### src/sv/rwc_pkg.sv
// Package for the rolling weak checksum block.
// Holds the shared constants and the queue entry type; no dependencies.
package rwc_pkg;

  localparam int WindowMaxDefault = 1024;
  localparam int CfgWidth         = 11;
  localparam int CfgResetLen      = 1024;
  localparam int QueueDepth       = 2;

  // One classified item on its way from the front end to the sum engine.
  typedef struct packed {
    logic [7:0]  data_byte;  // new byte entering the window
    logic [7:0]  old_byte;   // byte leaving the window, zero while filling
    logic [15:0] old_prod;   // window length times the leaving byte, mod 2^16
    logic        start;      // clear both sums before this byte
    logic        produce;    // this item yields a checksum
  } rwc_entry_t;

endpackage

### src/sv/rwc_queue.sv
// Two-entry queue between the front end and the sum engine.
// Uses the entry type from rwc_pkg.
module rwc_queue
  import rwc_pkg::*;
(
  input  logic       clk,
  input  logic       rst_n,
  input  logic       push_valid,
  input  rwc_entry_t push_entry,
  output logic       push_ok,
  output logic       pop_valid,
  output rwc_entry_t pop_entry,
  input  logic       pop_req
);

  localparam int PW = $clog2(QueueDepth);
  localparam int NW = $clog2(QueueDepth + 1);

  rwc_entry_t    entries_r [QueueDepth];
  logic [PW-1:0] wptr_r;
  logic [PW-1:0] rptr_r;
  logic [NW-1:0] count_r;
  logic          do_push;
  logic          do_pop;

  assign pop_valid = (count_r != '0);
  assign pop_entry = entries_r[rptr_r];
  assign do_pop    = pop_valid && pop_req;
  assign push_ok   = (count_r != NW'(QueueDepth)) || do_pop;
  assign do_push   = push_valid && push_ok;

  always_ff @(posedge clk) begin
    if (do_push) begin
      entries_r[wptr_r] <= push_entry;
    end
  end

  always_ff @(posedge clk) begin
    if (!rst_n) begin
      wptr_r  <= '0;
      rptr_r  <= '0;
      count_r <= '0;
    end else begin
      if (do_push) begin
        wptr_r <= (wptr_r == PW'(QueueDepth - 1)) ? '0 : (wptr_r + PW'(1));
      end
      if (do_pop) begin
        rptr_r <= (rptr_r == PW'(QueueDepth - 1)) ? '0 : (rptr_r + PW'(1));
      end
      if (do_push && !do_pop) begin
        count_r <= count_r + NW'(1);
      end else if (do_pop && !do_push) begin
        count_r <= count_r - NW'(1);
      end
    end
  end

endmodule

### config.mk
export PLATFORM = sky130hd
export DESIGN_NAME = rwc_queue
export DESIGN_NICKNAME = d
export VERILOG_FILES = /design/src/sv/rwc_pkg.sv /design/src/sv/rwc_queue.sv
export SDC_FILE = /design/constraint.sdc
export NUM_CORES = 1
export LEC_CHECK = 0
export BUFFER_PORTS_ARGS = -buffer_cell sky130_fd_sc_hd__clkbuf_2
export CAP_MARGIN = 20
export CORE_MARGIN = 1
export CORE_UTILIZATION = 51
export DETAILED_ROUTE_END_ITERATION = 10
export GPL_ROUTABILITY_DRIVEN = 0
export PLACE_DENSITY = 0.78
export SYNTH_ARGS = -nofsm -noshare
export SYNTH_HDL_FRONTEND = slang
export SYNTH_SLANG_ARGS = --single-unit
### constraint.sdc
create_clock -name clk -period 1.89 [get_ports clk]
set_input_delay 0.378 -clock clk [delete_from_list [all_inputs] [get_ports clk]]
set_output_delay 0.378 -clock clk [all_outputs]
set_load 0.02 [all_outputs]
==> metrics.txt <==
max-cap violation count=0; Cells after Synth=130; cells along the critical path=buf_12 > mux2_2 > clkbuf_2; H-tree Lvls=3; Rows=26; synth warn=0; Placement Setup Slack=-0.0710 ns; core area=0.00511 mm^2; final count of pins violating max slew=0; Post-Syn Nets=169; Syn Area/Cell=a little over 20 um^2; peak supply drop=0.813 mV; WHS Path Cells=1; cell with the largest stage delay on the worst path=dfxtp_4; Total Routed Length=4300 um; setup bufs post-CTS=0; drt initial violations=41; layout cells sized above 1=61.5%; CTS Buffer Depth=2; Syn-to-layout area delta=27.3%; critical path depth=3; die area=0.00558 mm^2; vias per cell=4.90; CTS tree=built; Achievable Freq=559 MHz; leak pwr=about 1.3 nW; relative slew slack=65.3%; Worst Setup End Kind=output pin; RSZ-0062 raised after global routing=false; Mapped Area=0.00270 mm^2; Setup CP Type=register to output pin; die width=74.7 um; R2R depth=6; Crit path largest cell delay=0.40 ns; Hold Crit Class=primary input to register; Setup Viol. Count Final=0; Final WS setup=0.101 ns; ANT nets after route=0; drt wl/cell=14.8 um; Design Power=between 0.004 and 0.005 W; Clock Sinks=73; required time of the critical path=~1.5 ns; final critical-path required period=about 1.8 ns; Worst EP arrival=1.41 ns; clock-pin slew on the worst setup and hold paths=approximately 0.080 ns; Starting Density=52.8%; Cells after DPL=275; Worst setup SP type=register; worst slew pin tran=0.519 ns; CTS root buf=clkbuf_8; Sw Ratio=28.0%; Int Power=0.00328 W; initial antenna violation count=0; FF+latch count, synth=73; I/O pins=74; combinational share of power=between 20% and 30%; clk_skew=0.00874 ns; placed wire-length estimate=around 2800 um; fin cells=291; Final #Nets=256; Remaining Overflow, GRT=0; DR DRC count=0; Port Buffer Count=73; cts bufs inserted=9; worst path bufs/invs=2; vias in the first global route=1395; Hold Vio Cnt, Final=0; largest net degree at the start of global routing=35; worst-skew pair later-pin latency=0.33 ns; Synth cell types=19; Net Sw Power=~0.0013 W; Seq/Total Area, Yosys=79.5%; status=finished clean; Power per Cell Area=1330 mW/mm^2; Clk pwr share=27.7%; Detailed Routing Iterations Pass 1=4; power share of the sequential group=between 40% and 50%; first-pass GRT wire length=6210 um; critical path's top delay family=flip-flops; ant diodes=0; maximum fanout along the worst path=20; GR Util All Layers=16.1%; Die Y=roughly 75 um; DR vias=1426; fin crit share=94.6%
metrics by stage:
stage	cell area (um^2)	TNS [ns]	utilization (%)	hold slack, ns
floorplan	2700	0	-	0.470
global placement	3200	-2.10	62.6	0.485
detailed placement	3200	-2.38	62.6	0.506
CTS	3420	0	66.9	0.222
global route	3430	0	67.1	0.216
finish	3430	0	67.1	0.235
sequential cells by signal (all words and copies together), names as in the netlist, named ones only:
| name | flops |
|---|---|
| wptr_r | 1 |
| count_r | 2 |
| rptr_r | 1 |
| entries_r | 68 |
power groups by stage:
stage | Combinational, W | Clock (W) | Sequential [W]
2_1_floorplan | 0.000848 | 0 | 0.00205
3_3_place_gp | 0.00123 | 0 | 0.00207
3_5_place_dp | 0.00124 | 0 | 0.00208
4_1_cts | 0.00125 | 0.00128 | 0.00205
5_1_grt | 0.00134 | 0.00135 | 0.00207
6_report | 0.00124 | 0.00126 | 0.00205
cell type report:
cell class	instances	area [um^2]
Tap cell	70	87.6
Clock inverter	5	81.3
Sequential cell	73	2150
Timing Repair Buffer	79	439
Multi-Input combinational cell	54	547
Fill cell	365	1680
Clock buffer	10	128
final timing paths:
kind                                      from               end  slack, ns
worst max-delay path                  register     pop_entry[12]       0.10
worst min register to register      count_r[1]        count_r[1]       0.50
worst min-delay path            push_entry[18]  entries_r[1][18]       0.24
worst max register to register      count_r[1]        count_r[1]       0.11
cell usage after synthesis:
library cell	n	share of area, %
edfxtp_1	68	76
mux2_2	34	14
dfxtp_1	5	3.7
buf_2	4	0.74
and2_1	3	0.70
o21ai_0	2	0.37
xnor2_1	2	0.65
a21boi_1	1	0.28
and2_4	1	0.33
and3_2	1	0.28
ha_1	1	0.46
nand2_1	1	0.14
nand4b_1	1	0.33
nor2b_4	1	0.51
o21ai_2	1	0.33
or2_2	1	0.23
or3_1	1	0.23
or3b_4	1	0.42
xor2_1	1	0.33
cell usage in the layout, fill, tap and decap left out:
| cell type | count |
|---|---|
| dfxtp_2 | 1 |
| clkbuf_8 | 9 |
| edfxtp_1 | 68 |
| o21ai_0 | 2 |
| nand2_1 | 1 |
| xnor2_1 | 2 |
| buf_6 | 1 |
| a21boi_1 | 1 |
| dfxtp_4 | 1 |
| and3_2 | 1 |
| ha_1 | 1 |
| and2_1 | 3 |
| nand4b_1 | 1 |
| clkinvlp_4 | 1 |
| nor2b_4 | 2 |
| clkbuf_1 | 1 |
| clkinv_4 | 1 |
| or3_1 | 1 |
| buf_4 | 3 |
| o21ai_2 | 1 |
| buf_12 | 2 |
| clkbuf_2 | 73 |
| bufinv_16 | 2 |
| or2_2 | 1 |
| or3b_4 | 1 |
| dfxtp_1 | 3 |
| mux2_2 | 34 |
| xor2_1 | 1 |
| and2_4 | 1 |
| clkinv_2 | 1 |
per-layer routing:
layer | vias up | routed length (um) | global-route usage [%]
li1 | 686 | - | -
met1 | 689 | 1750 | 18.0
met2 | 44 | 2260 | 27.3
met3 | 7 | 208 | 4.28
met4 | 0 | 78 | 10.5
met5 | - | 0 | 0
cells by family (layout without fill, tap and decap cells):
logic type	Yosys count	after routing	synth area share [%]
multiplexers	34	34	14.2
AO/OA/AOI/OAI	4	4	0.975
XOR/XNOR	3	3	0.975
buffers and inverters	4	94	0.743
adder cells (fa/ha/maj)	1	1	0.464
AND/OR/NAND/NOR	11	12	3.16
flip-flops	73	73	79.5
what timing repair did:
item	CTS	global route
gates resized for setup	1	4
cloned	1	0
pin swaps	0	0
endpoints found under the hold margin	0	0
hold buffers	0	0
setup endpoints to repair	64	28
(Power assumes the default switching activity.)
