`src/sv/rwc_pkg.sv`:
```
// Package for the rolling weak checksum block.
// Holds the shared constants and the queue entry type; no dependencies.
package rwc_pkg;

  localparam int WindowMaxDefault = 1024;
  localparam int CfgWidth         = 11;
  localparam int CfgResetLen      = 1024;
  localparam int QueueDepth       = 2;

  // One classified item on its way from the front end to the sum engine.
  typedef struct packed {
    logic [7:0]  data_byte;  // new byte entering the window
    logic [7:0]  old_byte;   // byte leaving the window, zero while filling
    logic [15:0] old_prod;   // window length times the leaving byte, mod 2^16
    logic        start;      // clear both sums before this byte
    logic        produce;    // this item yields a checksum
  } rwc_entry_t;

endpackage

```
`src/sv/rwc_if.sv`:
```


interface rwc_out_if;
  logic        valid;
  logic        ready;
  logic [31:0] checksum;

  modport source (output valid, output checksum, input ready);
  modport sink   (input valid, input checksum, output ready);
endinterface

```
`src/sv/rwc_back.sv`:
```
// Sum engine: updates s1 and s2 for each queued item and holds the result
// in the output register. Uses rwc_pkg and the output channel interface.
module rwc_back
  import rwc_pkg::*;
(
  input  logic       clk,
  input  logic       rst_n,
  input  logic       pop_valid,
  input  rwc_entry_t pop_entry,
  output logic       pop_req,
  rwc_out_if.source  out_chan
);

  logic [15:0] s1_r, s1_nxt;
  logic [15:0] s2_r, s2_nxt;
  logic        out_valid_r;
  logic [31:0] out_sum_r;
  logic [15:0] base1, base2;
  logic        take;

  // Filling items carry a zero leaving byte and product, so one update
  // serves both filling and rolling.
  always_comb begin
    base1  = pop_entry.start ? 16'd0 : s1_r;
    base2  = pop_entry.start ? 16'd0 : s2_r;
    s1_nxt = base1 - 16'(pop_entry.old_byte) + 16'(pop_entry.data_byte);
    s2_nxt = base2 - pop_entry.old_prod + s1_nxt;
  end

  assign pop_req = !pop_entry.produce || !out_valid_r || out_chan.ready;
  assign take    = pop_valid && pop_req;

  always_ff @(posedge clk) begin
    if (!rst_n) begin
      s1_r        <= '0;
      s2_r        <= '0;
      out_valid_r <= 1'b0;
    end else begin
      if (take) begin
        s1_r <= s1_nxt;
        s2_r <= s2_nxt;
      end
      if (take && pop_entry.produce) begin
        out_valid_r <= 1'b1;
      end else if (out_chan.ready) begin
        out_valid_r <= 1'b0;
      end
    end
  end

  always_ff @(posedge clk) begin
    if (take && pop_entry.produce) begin
      out_sum_r <= {s2_nxt, s1_nxt};
    end
  end

  assign out_chan.valid    = out_valid_r;
  assign out_chan.checksum = out_sum_r;

endmodule

```
`src/flat_wrapper.sv`:
```
// flat-port wrapper written by rule: the top's interface ports become plain ports
module rwc_back_flat import rwc_pkg::*;
  (clk, rst_n, pop_valid, pop_entry, pop_req, out_chan_valid, out_chan_checksum, out_chan_ready);
  rwc_out_if out_chan_i ();
  input  logic clk;
  input  logic rst_n;
  input  logic pop_valid;
  input  rwc_entry_t pop_entry;
  output logic pop_req;
  output wire logic [$bits(out_chan_i.valid)-1:0] out_chan_valid;
  output wire logic [$bits(out_chan_i.checksum)-1:0] out_chan_checksum;
  input wire logic [$bits(out_chan_i.ready)-1:0] out_chan_ready;
  assign out_chan_valid = out_chan_i.valid;
  assign out_chan_checksum = out_chan_i.checksum;
  assign out_chan_i.ready = out_chan_ready;
  rwc_back u_core (.clk(clk), .rst_n(rst_n), .pop_valid(pop_valid), .pop_entry(pop_entry), .pop_req(pop_req), .out_chan(out_chan_i));
endmodule
```
`config.mk`:
```
export PLATFORM = sky130hd
export DESIGN_NAME = rwc_back_flat
export DESIGN_NICKNAME = d
export VERILOG_FILES = /design/src/sv/rwc_pkg.sv /design/src/sv/rwc_if.sv /design/src/sv/rwc_back.sv /design/src/flat_wrapper.sv
export SDC_FILE = /design/constraint.sdc
export NUM_CORES = 1
export LEC_CHECK = 0
export BUFFER_PORTS_ARGS = -buffer_cell sky130_fd_sc_hd__buf_2
export CORE_MARGIN = 3
export CORE_UTILIZATION = 50
export CTS_BUF_LIST = sky130_fd_sc_hd__clkbuf_8
export DETAILED_ROUTE_END_ITERATION = 8
export PLACE_DENSITY = 0.84
export SLEW_MARGIN = 25
export SYNTH_ARGS = -nofsm -noshare
export SYNTH_HDL_FRONTEND = slang
export SYNTH_SLANG_ARGS = --single-unit
```
`constraint.sdc`:
```
create_clock -name clk -period 6 [get_ports clk]
set_input_delay 0.6 -clock clk [delete_from_list [all_inputs] [get_ports clk]]
set_output_delay 0.6 -clock clk [all_outputs]
set_load 0.005 [all_outputs]
```
==> flow_metrics.py <==
metrics = {
    "outcome": {
        "status": "completed",
    },
    "logic_synthesis": {
        "ys_types": 60,
        "async_flop_share_pct": 0,
        "synth_edf_count": 32,
        "synth_largest_area_cell": "edfxtp_1",
        "syn_nets": 603,
        "synthFlopType": "dfxtp_1",
        "yosysSeqAreaShare_pct": 34.8,
        "synth_area_leaders": "edfxtp_1, dfxtp_1, fa_1, ha_1, inv_1",
        "ys_warn_count": 0,
        "syn_inst": 510,
        "synth_area_sq_um": 4660,
        "synth.avg_cell_area_sq_um": 9.14,
        "ys_ff_latch": 65,
        "synth_top_cell_area_share_pct": 20.6,
    },
    "worst_setup_path": {
        "end_kind": "register",
        "start_kind": "input pin",
        "critical_path.max_fanout": 16,
        "path_cells": "buf_2 > nand2b_1 > fa_1 > inv_1 > ha_1 > nor2b_1 > o21ai_0 > a21boi_0 > o31ai_1 > a21oi_1 > xnor2_1 > fa_1 > inv_1 > ha_1 > a21o_1 > a21oi_1 > a21boi_1 > o21a_1 > xnor2_1",
        "critPathKind": "input pin to register",
        "arrival_ns": 5.43,
        "path_delay_family": "compound AO/OA/AOI/OAI gates",
        "crit_required_ns": 6.10,
        "worst_path_max_delay_cell": "fa_1",
        "slowest_delay_ns": 0.48,
        "path_buf_inv": 3,
    },
    "timing": {
        "fin_crit_sh_pct": 88.7,
        "slew_violations": 0,
        "tns_ns": 0,
        "fin_skew_ns": 0.00739,
        "max_freq_mhz": 188,
        "grt_setup_unrepaired": "false",
        "finalSetupViolCount": 0,
        "report.final.hold_viol_count": 0,
        "worst_pin_slew_ns": 0.868,
        "finalCriticalPeriod_ns": 5.32,
        "slew_headroom_pct": 41.8,
    },
    "clock_network": {
        "path_clk_slew_ns": 0.07,
        "postCtsSetupRepairBufs": 0,
        "cts_tree": "built",
        "cts_hold_buf": 0,
        "ctsResizeCount": 0,
        "cts_max_level": 3,
        "clockBufferDepth": 2,
        "clock_sinks": 65,
        "numCtsBuffers": 9,
        "clock_latency_ns": 0.35,
        "root_buffer": "clkbuf_8",
    },
    "drt": {
        "vias": 3860,
        "wirelength_mm": 10.9,
        "first_pass_iters": 5,
        "avgRoutedWirePerCell_microns": 15.8,
        "drt_iter0_markers": 296,
        "via_per_inst": 5.57,
        "route.antenna.remaining_nets": 0,
        "drc_errors": 0,
    },
    "layout": {
        "drive_above_1_share_pct": 17.6,
        "n_fill_cell": 713,
        "mostFrequentLayoutCell": "inv_1",
        "post-route-cell-area_sq_um": 5260,
        "syn_to_final_growth_pct": 12.9,
        "antenna_cells": 0,
        "nets": 673,
        "final_cell_mix": "inv_1, buf_2, nand2_1, a21oi_1, nor2_1",
    },
    "global_routing": {
        "grt_max_degree": 34,
        "gr-total-overflow": 0,
        "antenna_found_initial": 0,
        "grt_pass1_wl_mm": 18.0,
        "grtUsageTotal_pct": 22.0,
        "grt_pass1_vias": 3909,
    },
    "worst_hold_path": {
        "hp-class": "register to register",
    },
    "die": {
        "core_area_sq_um": 8890,
        "die_x_microns": 103,
        "die-area_sq_um": 10500,
        "rows": 34,
        "die_h_microns": 103,
        "initial_core_util_pct": 52.4,
        "io_pins": 72,
    },
    "placement": {
        "dpl_cell_area_sq_um": 5080,
        "dp_hpwl_mm": 8.27,
        "io_buffers": 71,
        "place.gp.congestion": 0.896,
    },
    "job": {
        "max_cap_violations": 0,
    },
    "pwr": {
        "ir_drop_uv": 200,
        "p_per_area_nw_per_um2": 529,
        "p_leak_nw": 2.52,
        "fin_total_pwr_w": 0.00278,
    },
}
## flip-flops by register name (all words and copies together), names as in the netlist
signal / flops
u_core.s2_r: 16
u_core.out_chan.valid: 1
u_core.out_chan.checksum: 32
u_core.s1_r: 16
## Yosys cell counts (3+ instances only)
cell type / number
inv_1: 83
nand2_1: 38
a21oi_1: 36
nor2_1: 34
dfxtp_1: 33
edfxtp_1: 32
ha_1: 32
nand2b_1: 29
fa_1: 23
xnor2_1: 19
nand3_1: 18
o21ai_0: 16
clkbuf_1: 10
a21o_1: 9
o211ai_1: 8
and3_1: 6
nand4_1: 5
nor3_1: 5
o21a_1: 5
buf_6: 4
nor2b_1: 4
xor2_1: 4
a211oi_1: 3
mux2i_1: 3
o21ai_1: 3
or3_1: 3
## per-layer routing
| layer | wire (microns) | vias up | global-route usage, % |
|---|---|---|---|
| met5 | 0 | - | 0 |
| met4 | 363 | 0 | 10.9 |
| met3 | 832 | 43 | 4.80 |
| met2 | 5300 | 191 | 36.1 |
| met1 | 4430 | 1775 | 27.3 |
| li1 | - | 1851 | - |
## through the flow
stage / utilization (%) / hold WS, ns / cells / setup slack [ns]
2_1_floorplan: - / 0.430 / 510 / 1.07
3_3_place_gp: 57.2 / 0.441 / 677 / 0.594
3_5_place_dp: 57.2 / 0.447 / 677 / 0.402
4_1_cts: 59.2 / 0.457 / 693 / 0.773
5_1_grt: 59.2 / 0.474 / 693 / 0.346
6_report: 59.2 / 0.457 / 693 / 0.675
## power breakdown
| part | internal (W) | switching (W) |
|---|---|---|
| Combinational | 0.000710 | 0.000985 |
| Sequential | 0.000685 | 0.0000484 |
| Clock | 0.000185 | 0.000170 |
| Total | 0.00158 | 0.00120 |
## final timing paths
kind	startpoint	endpoint	slack, ns	cells after the start
setup / recovery	pop_entry[1]	u_core.out_chan.checksum[30]	0.68	19
hold / removal	u_core.s1_r[9]	u_core.s1_r[9]	0.46	2
setup reg to reg	u_core.s1_r[2]	u_core.out_chan.checksum[30]	0.92	18
hold reg to reg	u_core.s1_r[9]	u_core.s1_r[9]	0.46	2
## worst register-to-register path: stages (launching register included)
cell	delay, ns
dfxtp_1	0.33
nand2b_1	0.07
fa_1	0.47
inv_1	0.04
ha_1	0.34
nor2b_1	0.15
o21ai_0	0.22
a21boi_0	0.18
o31ai_1	0.38
a21oi_1	0.21
xnor2_1	0.37
fa_1	0.48
inv_1	0.07
ha_1	0.30
a21o_1	0.20
a21oi_1	0.24
a21boi_1	0.48
o21a_1	0.25
xnor2_1	0.07
## cell families (layout without fill, tap and decap cells)
kind of cell    after synthesis  in the layout  share of synthesized area, %
xor+xnor                     25             25                          5.15
flops                        65             65                          34.8
fa+ha+maj                    55             55                          18.5
simple gates                155            155                          16.8
mux                           3              3                         0.644
compound gates              106            106                          15.1
buf+inv                     101            176                          9.02
## area by class of cell
type	count	area, sq um	area share (%)
Multi-Input combinational cell	344	2620	49.8
Sequential cell	65	1620	30.8
Timing Repair Buffer	76	393	7.47
Inverter	84	315	5.99
Tap cell	108	135	2.57
Clock buffer	9	124	2.35
Clock inverter	7	55.1	1.05
Power figures use the tool's default switching activity.
